[src/rtl/assert_macros.svh]
`ifndef ASSERT_MACROS_SVH
`define ASSERT_MACROS_SVH

// Checks that an implication holds at every clock edge outside reset.
`define BFRR_ASSERT(name, clk, rstn, prop) \
  name: assert property (@(posedge clk) disable iff (!rstn) (prop)) \
    else $error("%m: check failed");

// Checks that a condition never holds outside reset.
`define BFRR_NEVER(name, clk, rstn, cond) \
  name: assert property (@(posedge clk) disable iff (!rstn) !(cond)) \
    else $error("%m: forbidden condition seen");

`endif

[src/rtl/bfrr_pkg.sv]
package bfrr_pkg;

  localparam int MaxSrcWidth  = 256;
  localparam int MaxSrcHeight = 256;
  localparam int MaxDstDim    = 4096;

  localparam int DivNumW  = 25;
  localparam int DivDenW  = 17;
  localparam int DivCntW  = 5;
  localparam int SumW     = 24;
  localparam int SpanW    = 9;
  localparam int CountW   = 17;
  localparam int AddrW    = 16;
  localparam int PixW     = 32;
  localparam int Channels = 4;

  localparam logic CMD_LOAD    = 1'b0;
  localparam logic CMD_COMPUTE = 1'b1;

  localparam logic [1:0] REG_SRC_WIDTH  = 2'd0;
  localparam logic [1:0] REG_SRC_HEIGHT = 2'd1;
  localparam logic [1:0] REG_DST_WIDTH  = 2'd2;
  localparam logic [1:0] REG_DST_HEIGHT = 2'd3;

  typedef enum logic [2:0] {
    ST_IDLE, ST_DSTART, ST_DWAIT, ST_WINIT, ST_WALK, ST_DRAIN, ST_FINISH
  } state_e;

  typedef enum logic [2:0] {
    OP_X0, OP_X1, OP_Y0, OP_Y1, OP_M0, OP_M1, OP_M2, OP_M3
  } op_e;

  typedef struct packed {
    logic s_ready;
    logic div_start;
    op_e  op;
    logic walk_init;
    logic walk_rd;
    logic out_load;
  } ctrl_cmd_t;

  typedef struct packed {
    logic zero_dim;
    logic div_done;
    logic walk_last;
    logic out_free;
  } dp_stat_t;

endpackage

[src/rtl/bfrr_ctrl.sv]
module bfrr_ctrl import bfrr_pkg::*; (
  input  logic      clk_i,
  input  logic      rst_ni,
  input  logic      s_valid_i,
  input  logic      s_cmd_i,
  input  dp_stat_t  stat_i,
  output ctrl_cmd_t cmd_o
);

  state_e state_q, state_d;
  op_e    op_q, op_d;

  always_comb begin
    state_d = state_q;
    op_d    = op_q;
    unique case (state_q)
      ST_IDLE: begin
        if (s_valid_i && s_cmd_i == CMD_COMPUTE) begin
          op_d    = OP_X0;
          state_d = stat_i.zero_dim ? ST_FINISH : ST_DSTART;
        end
      end
      ST_DSTART: state_d = ST_DWAIT;
      ST_DWAIT: begin
        if (stat_i.div_done) begin
          op_d = op_e'(op_q + 3'd1);
          if (op_q == OP_Y1) begin
            state_d = ST_WINIT;
          end else if (op_q == OP_M3) begin
            state_d = ST_FINISH;
          end else begin
            state_d = ST_DSTART;
          end
        end
      end
      ST_WINIT: state_d = ST_WALK;
      ST_WALK: begin
        if (stat_i.walk_last) begin
          state_d = ST_DRAIN;
        end
      end
      ST_DRAIN: state_d = ST_DSTART;
      ST_FINISH: begin
        if (stat_i.out_free) begin
          state_d = ST_IDLE;
        end
      end
      default: state_d = ST_IDLE;
    endcase
  end

  always_comb begin
    cmd_o           = '0;
    cmd_o.op        = op_q;
    unique case (state_q)
      ST_IDLE:   cmd_o.s_ready   = 1'b1;
      ST_DSTART: cmd_o.div_start = 1'b1;
      ST_WINIT:  cmd_o.walk_init = 1'b1;
      ST_WALK:   cmd_o.walk_rd   = 1'b1;
      ST_FINISH: cmd_o.out_load  = stat_i.out_free;
      default: ;
    endcase
  end

  always_ff @(posedge clk_i or negedge rst_ni) begin
    if (!rst_ni) begin
      state_q <= ST_IDLE;
      op_q    <= OP_X0;
    end else begin
      state_q <= state_d;
      op_q    <= op_d;
    end
  end

endmodule

[config.mk]
export PLATFORM = sky130hd
export DESIGN_NAME = bfrr_ctrl
export DESIGN_NICKNAME = d
export VERILOG_FILES = /design/src/rtl/assert_macros.svh /design/src/rtl/bfrr_pkg.sv /design/src/rtl/bfrr_ctrl.sv
export SDC_FILE = /design/constraint.sdc
export NUM_CORES = 1
export LEC_CHECK = 0
export BUFFER_PORTS_ARGS = -buffer_cell sky130_fd_sc_hd__buf_2
export CAP_MARGIN = 20
export CORE_MARGIN = 3
export CORE_UTILIZATION = 35
export CTS_BUF_LIST = sky130_fd_sc_hd__clkbuf_8
export DETAILED_ROUTE_END_ITERATION = 8
export GPL_ROUTABILITY_DRIVEN = 0
export HOLD_SLACK_MARGIN = 0.15
export SYNTH_ARGS = -nofsm -noshare
export SYNTH_HDL_FRONTEND = slang
export SYNTH_SLANG_ARGS = --single-unit
[constraint.sdc]
create_clock -name clk_i -period 3.7 [get_ports clk_i]
set_clock_uncertainty 0.1 [all_clocks]
set_input_delay 0.185 -clock clk_i [delete_from_list [all_inputs] [get_ports clk_i]]
set_output_delay 0.185 -clock clk_i [all_outputs]
set_load 0.03 [all_outputs]
* Word level (Yosys, flattened, before mapping)
Index checks and enable logic that the tools add are counted.
** Storage, ports and cells
- Register bits :: 6
- Word-level logic and storage cells :: 36
- Output and inout bits :: 8
- Input port bits :: 8
** Cells by class
- Mux-type cells :: 16
- Eq/ne operators :: 12
- $add $sub $neg :: 1
- Reductions and logical operators :: 5
** Operators by type and width (count)
- $mux W3 :: 9
- $pmux W3 S7 :: 1
- $eq A3 B3 Y1 const B :: 4
- $eq A3 B2 Y1 const B :: 3
- $ne A2 B2 Y1 const B :: 4
- $pmux W3 S2 :: 1
- $mux W1 :: 5
- $reduce_and A4 Y1 :: 1
- $add A3 B1 Y3 const B :: 1
- $eq A3 B1 Y1 const B :: 1
- $logic_not A3 Y1 :: 1
- $reduce_and A3 Y1 :: 1
- $reduce_bool A2 Y1 :: 1
- $logic_and A1 B1 Y1 :: 1

* Depth between registers and ports, before layout
Gate-level depths: netlist (run 1).
- Depth in word-level cells :: 5
- Gate-level depth with buffers :: 5
- Mapped depth without buffers :: 5

* Least setup slack after synthesis (run 1)
No wires, ideal clock.
- Kind :: reg2out
- Start :: register state_q[1]
- End :: output cmd_o[6] (netlist name)
- Arrival :: 1.328 ns
- Stages on the path, launching flop included :: 3
- Data required time :: 3.415 ns
- Setup slack :: 2.087 ns
- Buffers on the path :: 1
- Cells stage by stage :: dfrtp_1 -> buf_4 -> nor3b_1
** RTL lines
- start: declaration :: RTL line bfrr_ctrl.sv:10 : state_e state_q, state_d;
- start signal: assignment :: RTL line bfrr_ctrl.sv:70 : state_q <= state_d;
- end: declaration :: RTL line bfrr_ctrl.sv:7 : output ctrl_cmd_t cmd_o

==> metrics, run 1 <==
result of the run complete, no violations; Placed Instance Area ~560 sq um; Tot Pwr about 0.53 mW; Max FO, Critical Path 15; Ys Warns 0; wire length on met2 around 460 um; largest net degree at the start of global routing 17; Ant. Diodes 0; dpl hpwl approximately 770 um; complex-gate fraction of the synthesized area around 23%; met3 wire length 62 um; All-Layer GR Usage ~12%; share of cells above drive strength 1 38.2%; Final Instance Area about 610 sq um; Synth Area in XOR/XNOR 0%; Remaining DRCs 0; power per standard cell area 873 nW/um^2; initial DRC count 5; root buffer cell clkbuf_8; Std-Cell Rows 12; PortBufs 15; hold path startpoint stat_i[0]; Worst Setup Start Kind flop; cts bufs inserted 3; # Max-Cap Violations 0; routed vias/inst slightly above 5; cell count after synthesis 52; FMAX between 0.5 and 0.6 GHz; CP Launch Point state_q[1]; Worst Setup Path Type reg -> out; TritonRoute pass-1 iters 3; die height roughly 43 um; die width around 43 um; initial antenna violation count 0; Leak approximately 0.30 nW; total vias in the final route approximately 420; register area share after synthesis between 30% and 40%; first-pass GRT wire length around 1.8 mm; share of the clock period used by the worst path a little under 50%; Placed Cells incl. Taps 78; Adder-Cell Fraction of Synth Area just over 10%; Routed WL between 1 and 1.5 mm; Core ar. ~1200 sq um; vias in the first global route 388; Seq cells post-synth 6; Layout Cells excl Fill 82; Finish-stage setup viols 0; grt total ovfl 0; syn nets 64; Routed Antenna Nets 0; Clk Latency, worst-skew pair 220 ps; measured slew at the worst slew-check pin about 470 ps; largest buffer count on any clock path 2; FILL cells about 120; library cells used by synthesis 27; Reg2Reg Launch Point state_q[1]; CP required around 3400 ps; IO Pins 16; mux contribution to synthesized area under 10%; Rel. slew slack just under 70%; Metal-1 WL around 500 um; Synth Area in Simple Gates roughly a quarter; Mapped Area 489 sq um; final hold viol count 0; Hold Crit Class in -> reg; drt wl/cell about 13 um; Top Layer Used met4; Area Overhead vs Synth 24.0%; Nets 82; VDD IR-drop max 0.396 mV; RSZ-0062 raised after global routing no; CTS sink cnt 6; Final min period approximately 1800 ps; setup_tns 0 ps; CP endpoint kind output pin; CTS tree built; Worst EP arrival 1530 ps; die area approximately 1900 sq um; Mapped Avg Cell Area ~9.4 sq um; largest family of logic cells by synthesized area simple AND/OR/NAND/NOR gates; htree depth 1; CTS clk-pin slew, worst paths around 40 ps; Final Max Tran Viols 0; Initial Utilization 40.7%
==> power by group <==
part	leakage (nW)	switching, mW	internal [mW]
registers	0.0769	0.0659	0.0941
clock network	0.0216	0.0284	0.0699
logic	0.197	0.153	0.118
total	0.296	0.248	0.282
==> cell families after synthesis <==
family,Yosys count
AND/OR/NAND/NOR,21
AO/OA/AOI/OAI,13
buffers and inverters,6
flip-flops,6
adder cells (fa/ha/maj),4
multiplexers,2
==> registers in the layout, indices dropped and copies added, names as in the netlist <==
register	flops
op_q	3
state_q	3
==> layer usage <==
metal  GRT usage (%)  up-vias
li1                -      218
met1            15.7      189
met2            18.9       15
met3            2.90        2
met4            5.42        0
met5               0        -
==> critical path: stages (launching register included) <==
cell and delay, ps:
dfrtp_1 600, nor2b_1 330, and3_1 190, buf_2 190
==> layout make-up <==
class | count | area (sq um) | area share (%)
repair buffers | 16 | 85.1 | 14.0
inverters | 3 | 11.3 | 1.86
flip-flops and latches | 6 | 150 | 24.7
multi-input cells | 40 | 302 | 49.7
clock buffers | 3 | 41.3 | 6.80
well taps | 14 | 17.5 | 2.89
==> placed cells by master, fill, tap and decap left out <==
cell type	n
a2111oi_2	1
a211oi_2	2
a21oi_1	2
a221o_1	1
a31oi_1	1
and3_1	1
and4bb_2	1
buf_2	15
clkbuf_8	3
dfrtp_1	6
dlygate4sd3_1	1
ha_1	4
inv_1	3
mux2_2	2
nand2_1	5
nand2b_1	1
nand3b_1	1
nor2_1	5
nor2b_1	1
nor3_1	2
nor3b_1	1
nor4_1	1
o21ai_0	2
o21bai_1	2
o22ai_2	1
o32ai_1	1
or2b_1	1
or2b_2	1
==> path summary, 6_finish.rpt <==
path,cells after the start,to,slack [ps]
worst max-delay path,3,cmd_o[0],1880
worst min-delay path,4,state_q[1],180
worst max register to register,3,state_q[0],2150
worst min register to register,1,op_q[0],390
max in group asynchronous,2,op_q[0],3140
min in group asynchronous,2,state_q[1],210
==> Yosys cell counts, drive strengths merged <==
master,number,area (sq um)
dfrtp,6,150
nand2,5,18.8
nor2,5,18.8
ha,4,50.1
buf,3,26.3
inv,3,11.3
a211oi,2,25.0
a21oi,2,10.0
mux2,2,22.5
nor3,2,10.0
o21ai,2,10.0
o21bai,2,15.0
or2b,2,16.3
a2111oi,1,15.0
a221o,1,10.0
a31oi,1,6.26
and3,1,6.26
and4bb,1,12.5
nand2b,1,6.26
nand3b,1,7.51
nor2b,1,6.26
nor3b,1,7.51
nor4,1,6.26
o22ai,1,12.5
o32ai,1,8.76
==> what timing repair did <==
item                      in CTS  in global routing
resized for setup              0                  0
hold endpoints to repair       6                  0
buffers inserted               0                  0
hold buffers                   1                  0
==> metrics by stage <==
step,utilization [%],worst slack [ps],hold slack (ps)
4_1_cts,50.5,1880,180
3_5_place_dp,46.3,2130,-80.9
3_3_place_gp,46.3,2150,-82.2
2_1_floorplan,-,2090,-211
6_report,50.5,1880,180
5_1_grt,50.5,1750,222
Note: power is estimated with default switching activity, not from simulation.
==> run 2: changes to the inputs <==
ABC_AREA = 1   (was unset)
clock period = 1.8 ns   (was 3.7 ns; I/O delays follow)
==> run 2 against run 1 <==
  * Sequential power increased by 58%
  * Register-to-register slack got worse by 1900 ps
  * Count of clock-buffer cells in the layout unchanged
  * Largest cell class unchanged
  * Synthesized cell count increased by 33%
==> metrics, run 2 <==
Mapped Area 500 sq um (+2.3%); Remaining DRCs 0 (unchanged); root buffer cell clkbuf_8; CTS tree built; RSZ-0062 raised after global routing no; Routed WL 1.03 mm (-0.67%); VDD IR-drop max 0.749 mV (+89%); Std-Cell Rows 13 (+1); TritonRoute pass-1 iters 3 (unchanged); CP endpoint kind flop; Adder-Cell Fraction of Synth Area 10.0% (-0.23 points); post-route core utilization 50.0% (-0.57 points); largest family of logic cells by synthesized area simple AND/OR/NAND/NOR gates; final hold viol count 0 (unchanged); most common cell in the netlist nand2_1; Worst Setup Start Kind flop; Final Max Tran Viols 0 (unchanged); vias in the first global route 433 (+12%); complex-gate fraction of the synthesized area 6.75% (-16 points); Seq cells post-synth 6 (unchanged); Max FO, Critical Path 3 (-12); biggest area consumer among synthesized cells dfrtp_1; # Max-Cap Violations 0 (unchanged); post-synth top area share 30.0% (-0.69 points); # hold bufs at CTS 3 (+2); first-pass GRT wire length 1.81 mm (+3.1%); share of the clock period used by the worst path between 80% and 90%; Rel. slew slack 79.5% (+11 points); Setup Buffers After CTS 0 (unchanged); Leak 0.408 nW (+38%); dpl hpwl 832 um (+8.3%); htree depth 1 (unchanged); IO Pins 16 (unchanged); mux contribution to synthesized area 0% (-4.6 points); FILL cells 140 (+16%); Initial Utilization 38.0% (-2.7 points); grt total ovfl 0 (unchanged); Placed Instance Area 587 sq um (+5.6%); Mapped Avg Cell Area 7.25 sq um (-23%); power per standard cell area 1620 nW/um^2 (+85%); commonest cells in the netlist nand2_1 (15), inv_1 (12), dfrtp_1 (6); predominant post-synthesis flop cell dfrtp_1; CTS sink cnt 6 (unchanged); Routed Antenna Nets 0 (unchanged); Finish-stage setup viols 0 (unchanged); Hold Crit Class in -> reg; Final Instance Area 658 sq um (+8.5%); Synth Area in Simple Gates 40.5% (+17 points); cts bufs inserted 3 (unchanged); Synth Area in XOR/XNOR 0% (unchanged); die height 43.8 um (+0.99%); PortBufs 15 (unchanged); Worst EP arrival 1570 ps (+40 ps); die area 1920 sq um (+2.0%); most frequent cells in the layout nand2_1 (15), buf_2 (15), inv_1 (12); setup_tns 0 ps (unchanged); All-Layer GR Usage 12.9% (+0.81 points); synth top area cells dfrtp_1 (30%), nand2_1 (11%), ha_1 (10%); cell count after synthesis 69 (+33%); die width 43.8 um (+0.99%); Nets 103 (+26%); reg2reg setup slack 230 ps (-1920 ps); Post-synth EDFFs 0 (unchanged); Post-synth ARST share 100% (unchanged); routed vias/inst 4.43 (-14%); Ant. Diodes 0 (unchanged); initial antenna violation count 0 (unchanged); register area share after synthesis 30.0% (-0.69 points); cts repair resizes 0 (unchanged); Ys Warns 0 (unchanged); largest buffer count on any clock path 2 (unchanged); share of cells above drive strength 1 38.2% (about the same); Core ar. 1320 sq um (+9.7%); Area Overhead vs Synth 31.5%; CP required 1800 ps (-1610 ps); syn nets 81 (+27%); largest registers op_q x3, state_q x3; initial DRC count 4 (-1); Clk Latency, worst-skew pair 220 ps (about the same); Worst Setup Path Type reg -> reg; drt wl/cell 9.91 um (-22%); FMAX around 0.64 GHz; measured slew at the worst slew-check pin 308 ps (-162 ps); CTS clk-pin slew, worst paths 30 ps (about the same); Final min period around 1600 ps; result of the run complete, no violations; library cells used by synthesis 20 (-26%); largest net degree at the start of global routing 9 (-8); total vias in the final route 461 (+8.7%)
## run 2: cell types whose count changed in the layout (fill, tap and decap cells not counted), sizes merged, moves of 4 or more
| cell | change |
|---|---|
| nand2 | +13 |
| inv | +12 |
| nand3 | +7 |
| nor2 | +4 |
## run 2: kinds of logic (layout without fill, tap and decap cells)
logic type | after synthesis | count (layout)
AOI/OAI and AO/OA | 5 | 5
buffers and inverters | 16 | 36
adders and majority gates | 4 | 4
and+or+nand+nor | 38 | 38
DFF | 6 | 6
## run 2: critical path: stages (launching register included)
cell and delay [ps]:
dfrtp_1 390, ha_1 240, ha_1 200, or2_2 290, nand2_1 60, nand3_1 60
nand2_1 70, nand2_1 40
## run 2: power breakdown
group,internal (mW),switching [mW]
Sequential,0.183,0.0700
Clock,0.143,0.0507
Combinational,0.199,0.417
Total,0.526,0.538
## run 2: worst paths after layout
path	endpoint	depth (start not counted)	from
worst max-delay path	state_q[1]	7	op_q[0]
worst min-delay path	op_q[1]	5	stat_i[2]
worst max register to register	state_q[1]	7	op_q[0]
worst min register to register	op_q[1]	2	op_q[1]
max in group asynchronous	op_q[1]	3	rst_ni
min in group asynchronous	state_q[0]	3	rst_ni
## run 2: metrics by stage
| step | setup WS [ps] | hold slack [ps] | instances | power [mW] |
|---|---|---|---|---|
| final | 234 | 161 | 104 | 1.06 |
| after global placement | 278 | -178 | 98 | 0.863 |
| after floorplan | 122 | -306 | 69 | 0.740 |
| after CTS | 224 | 162 | 104 | 1.08 |
| after global routing | 97.7 | 184 | 104 | 1.16 |
| after detailed placement | 232 | -180 | 98 | 0.866 |
## run 2: per-layer routing
layer	vias up	track usage [%]	wire, um
met3	0	6.22	69
met2	11	20.6	496
met1	195	15.2	464
met4	0	3.61	0
li1	255	-	-
met5	-	0	0
## run 2: layout make-up
| cell class | count | area [sq um] | area share (%) |
|---|---|---|---|
| sequential | 6 | 150 | 22.8 |
| multi-input combinational | 47 | 287 | 43.5 |
| tap | 15 | 18.8 | 2.85 |
| clock buffer | 3 | 41.3 | 6.27 |
| inverter | 15 | 56.3 | 8.56 |
| timing repair buffer | 18 | 105 | 16.0 |
==> run 3: changes to the inputs <==
PLACE_DENSITY = 0.61   (was unset)
==> run 3 against run 2 <==
  * Setup slack worse by 5.1 ps
  * Utilization stayed put
  * Die area stayed put
  * Highest routed layer unchanged
  * Critical endpoint unchanged
  * Register-to-register slack hardly changed
  * Combinational power hardly changed
==> metrics, run 3 (synthesis gave the netlist of run 2 again) <==
result of the run complete, no violations; Layout Cells excl Fill 104 (unchanged); measured slew at the worst slew-check pin 281 ps (-27.0 ps); PortBufs 15 (unchanged); routed vias/inst 4.50 (+1.5%); Routed Antenna Nets 0 (unchanged); All-Layer GR Usage 12.7% (-0.17 points); worst hold path depth 5 (unchanged); most frequent cells in the layout nand2_1 (15), buf_2 (15), inv_1 (12); Ant. Diodes 0 (unchanged); # Max-Cap Violations 0 (unchanged); drt wl/cell 10.3 um (+3.8%); Worst EP arrival 1570 ps (about the same); final hold viol count 0 (unchanged); setup_tns 0 ps (unchanged); # hold bufs at CTS 3 (unchanged); RSZ-0062 raised after global routing no; FMAX 0.636 GHz (-0.32%); Placed Cells incl. Taps 98 (unchanged); Final Instance Area 658 sq um (unchanged); Final Hold Slack 163 ps (+1.76 ps); htree depth 1 (unchanged); Placed Instance Area 587 sq um (unchanged); Initial Utilization 38.0% (unchanged); IO Pins 16 (unchanged); initial DRC count 3 (-1); Final min period 1570 ps (+5.08 ps); CTS sink cnt 6 (unchanged); cts bufs inserted 3 (unchanged); share of the clock period used by the worst path 87.3% (+0.28 points); Leak 0.408 nW (unchanged); dpl hpwl 902 um (+8.4%); Worst Setup Path Type reg -> reg; power per standard cell area 1610 nW/um^2 (-0.35%); cts repair resizes 0 (unchanged); post-route core utilization 50.0% (unchanged); Worst R2R Path Depth 7 (unchanged); Clk Latency, worst-skew pair 220 ps (about the same); Std-Cell Rows 13 (unchanged); CTS tree built; initial antenna violation count 0 (unchanged); largest net degree at the start of global routing 9 (unchanged); share of cells above drive strength 1 38.2% (unchanged); Final WS setup 229 ps (-5.08 ps); largest buffer count on any clock path 2 (unchanged); die width 43.8 um (unchanged); Tot Pwr 1.06 mW (-0.35%); FILL cells 138 (-1.4%); Remaining DRCs 0 (unchanged); VDD IR-drop max 0.835 mV (+11%); Rel. slew slack 81.2% (+1.7 points); vias in the first global route 442 (+2.1%); Setup WS pre-CTS 224 ps (-7.87 ps); grt total ovfl 0 (unchanged); Area Overhead vs Synth 31.5% (unchanged); total vias in the final route 468 (+1.5%); Worst Setup Start Kind flop; die height 43.8 um (unchanged); Hold Crit Class in -> reg; Setup Buffers After CTS 0 (unchanged); die area 1920 sq um (unchanged); TritonRoute pass-1 iters 4 (+1); Final Max Tran Viols 0 (unchanged); Routed WL 1.07 mm (+3.8%); largest registers op_q x3, state_q x3; Finish-stage setup viols 0 (unchanged); first-pass GRT wire length 1.75 mm (-3.0%); reg2reg setup slack 230 ps (about the same); Nets 103 (unchanged); CP endpoint kind flop; Core ar. 1320 sq um (unchanged); Max FO, Critical Path 3 (unchanged); CTS clk-pin slew, worst paths 40 ps (about the same); CP required 1800 ps (about the same); root buffer cell clkbuf_8
## run 3: cell type report
type	instances	area [sq um]	share of cell area (%)
clock buffer	3	41.3	6.27
timing repair buffer	18	105	16.0
sequential	6	150	22.8
multi-input combinational	47	287	43.5
inverter	15	56.3	8.56
tap	15	18.8	2.85
## run 3: final timing paths
path	start	endpoint
max	op_q[0]	state_q[1]
min	stat_i[2]	op_q[1]
max reg2reg	op_q[0]	state_q[1]
min reg2reg	op_q[1]	op_q[1]
max in group asynchronous	rst_ni	state_q[2]
min in group asynchronous	rst_ni	op_q[1]
## run 3: routing by layer
layer,global-route usage (%),up-vias,routed length (um),share of wire [%]
met4,3.61,0,0,0
li1,-,255,-,-
met5,0,-,0,0
met2,20.6,9,562,53
met3,6.22,0,47,4.4
met1,14.7,204,460,43
## run 3: critical path, stage by stage, from the launching register on
cell     delay, ps
dfrtp_1        390
ha_1           250
ha_1           200
or2_2          290
nand2_1         60
nand3_1         60
nand2_1         70
nand2_1         40
## run 3: power by group
group / total [mW] / internal, mW / switching [mW]
clock: 0.194 / 0.143 / 0.0507
sequential: 0.250 / 0.183 / 0.0670
combinational: 0.615 / 0.199 / 0.416
total: 1.06 / 0.526 / 0.534
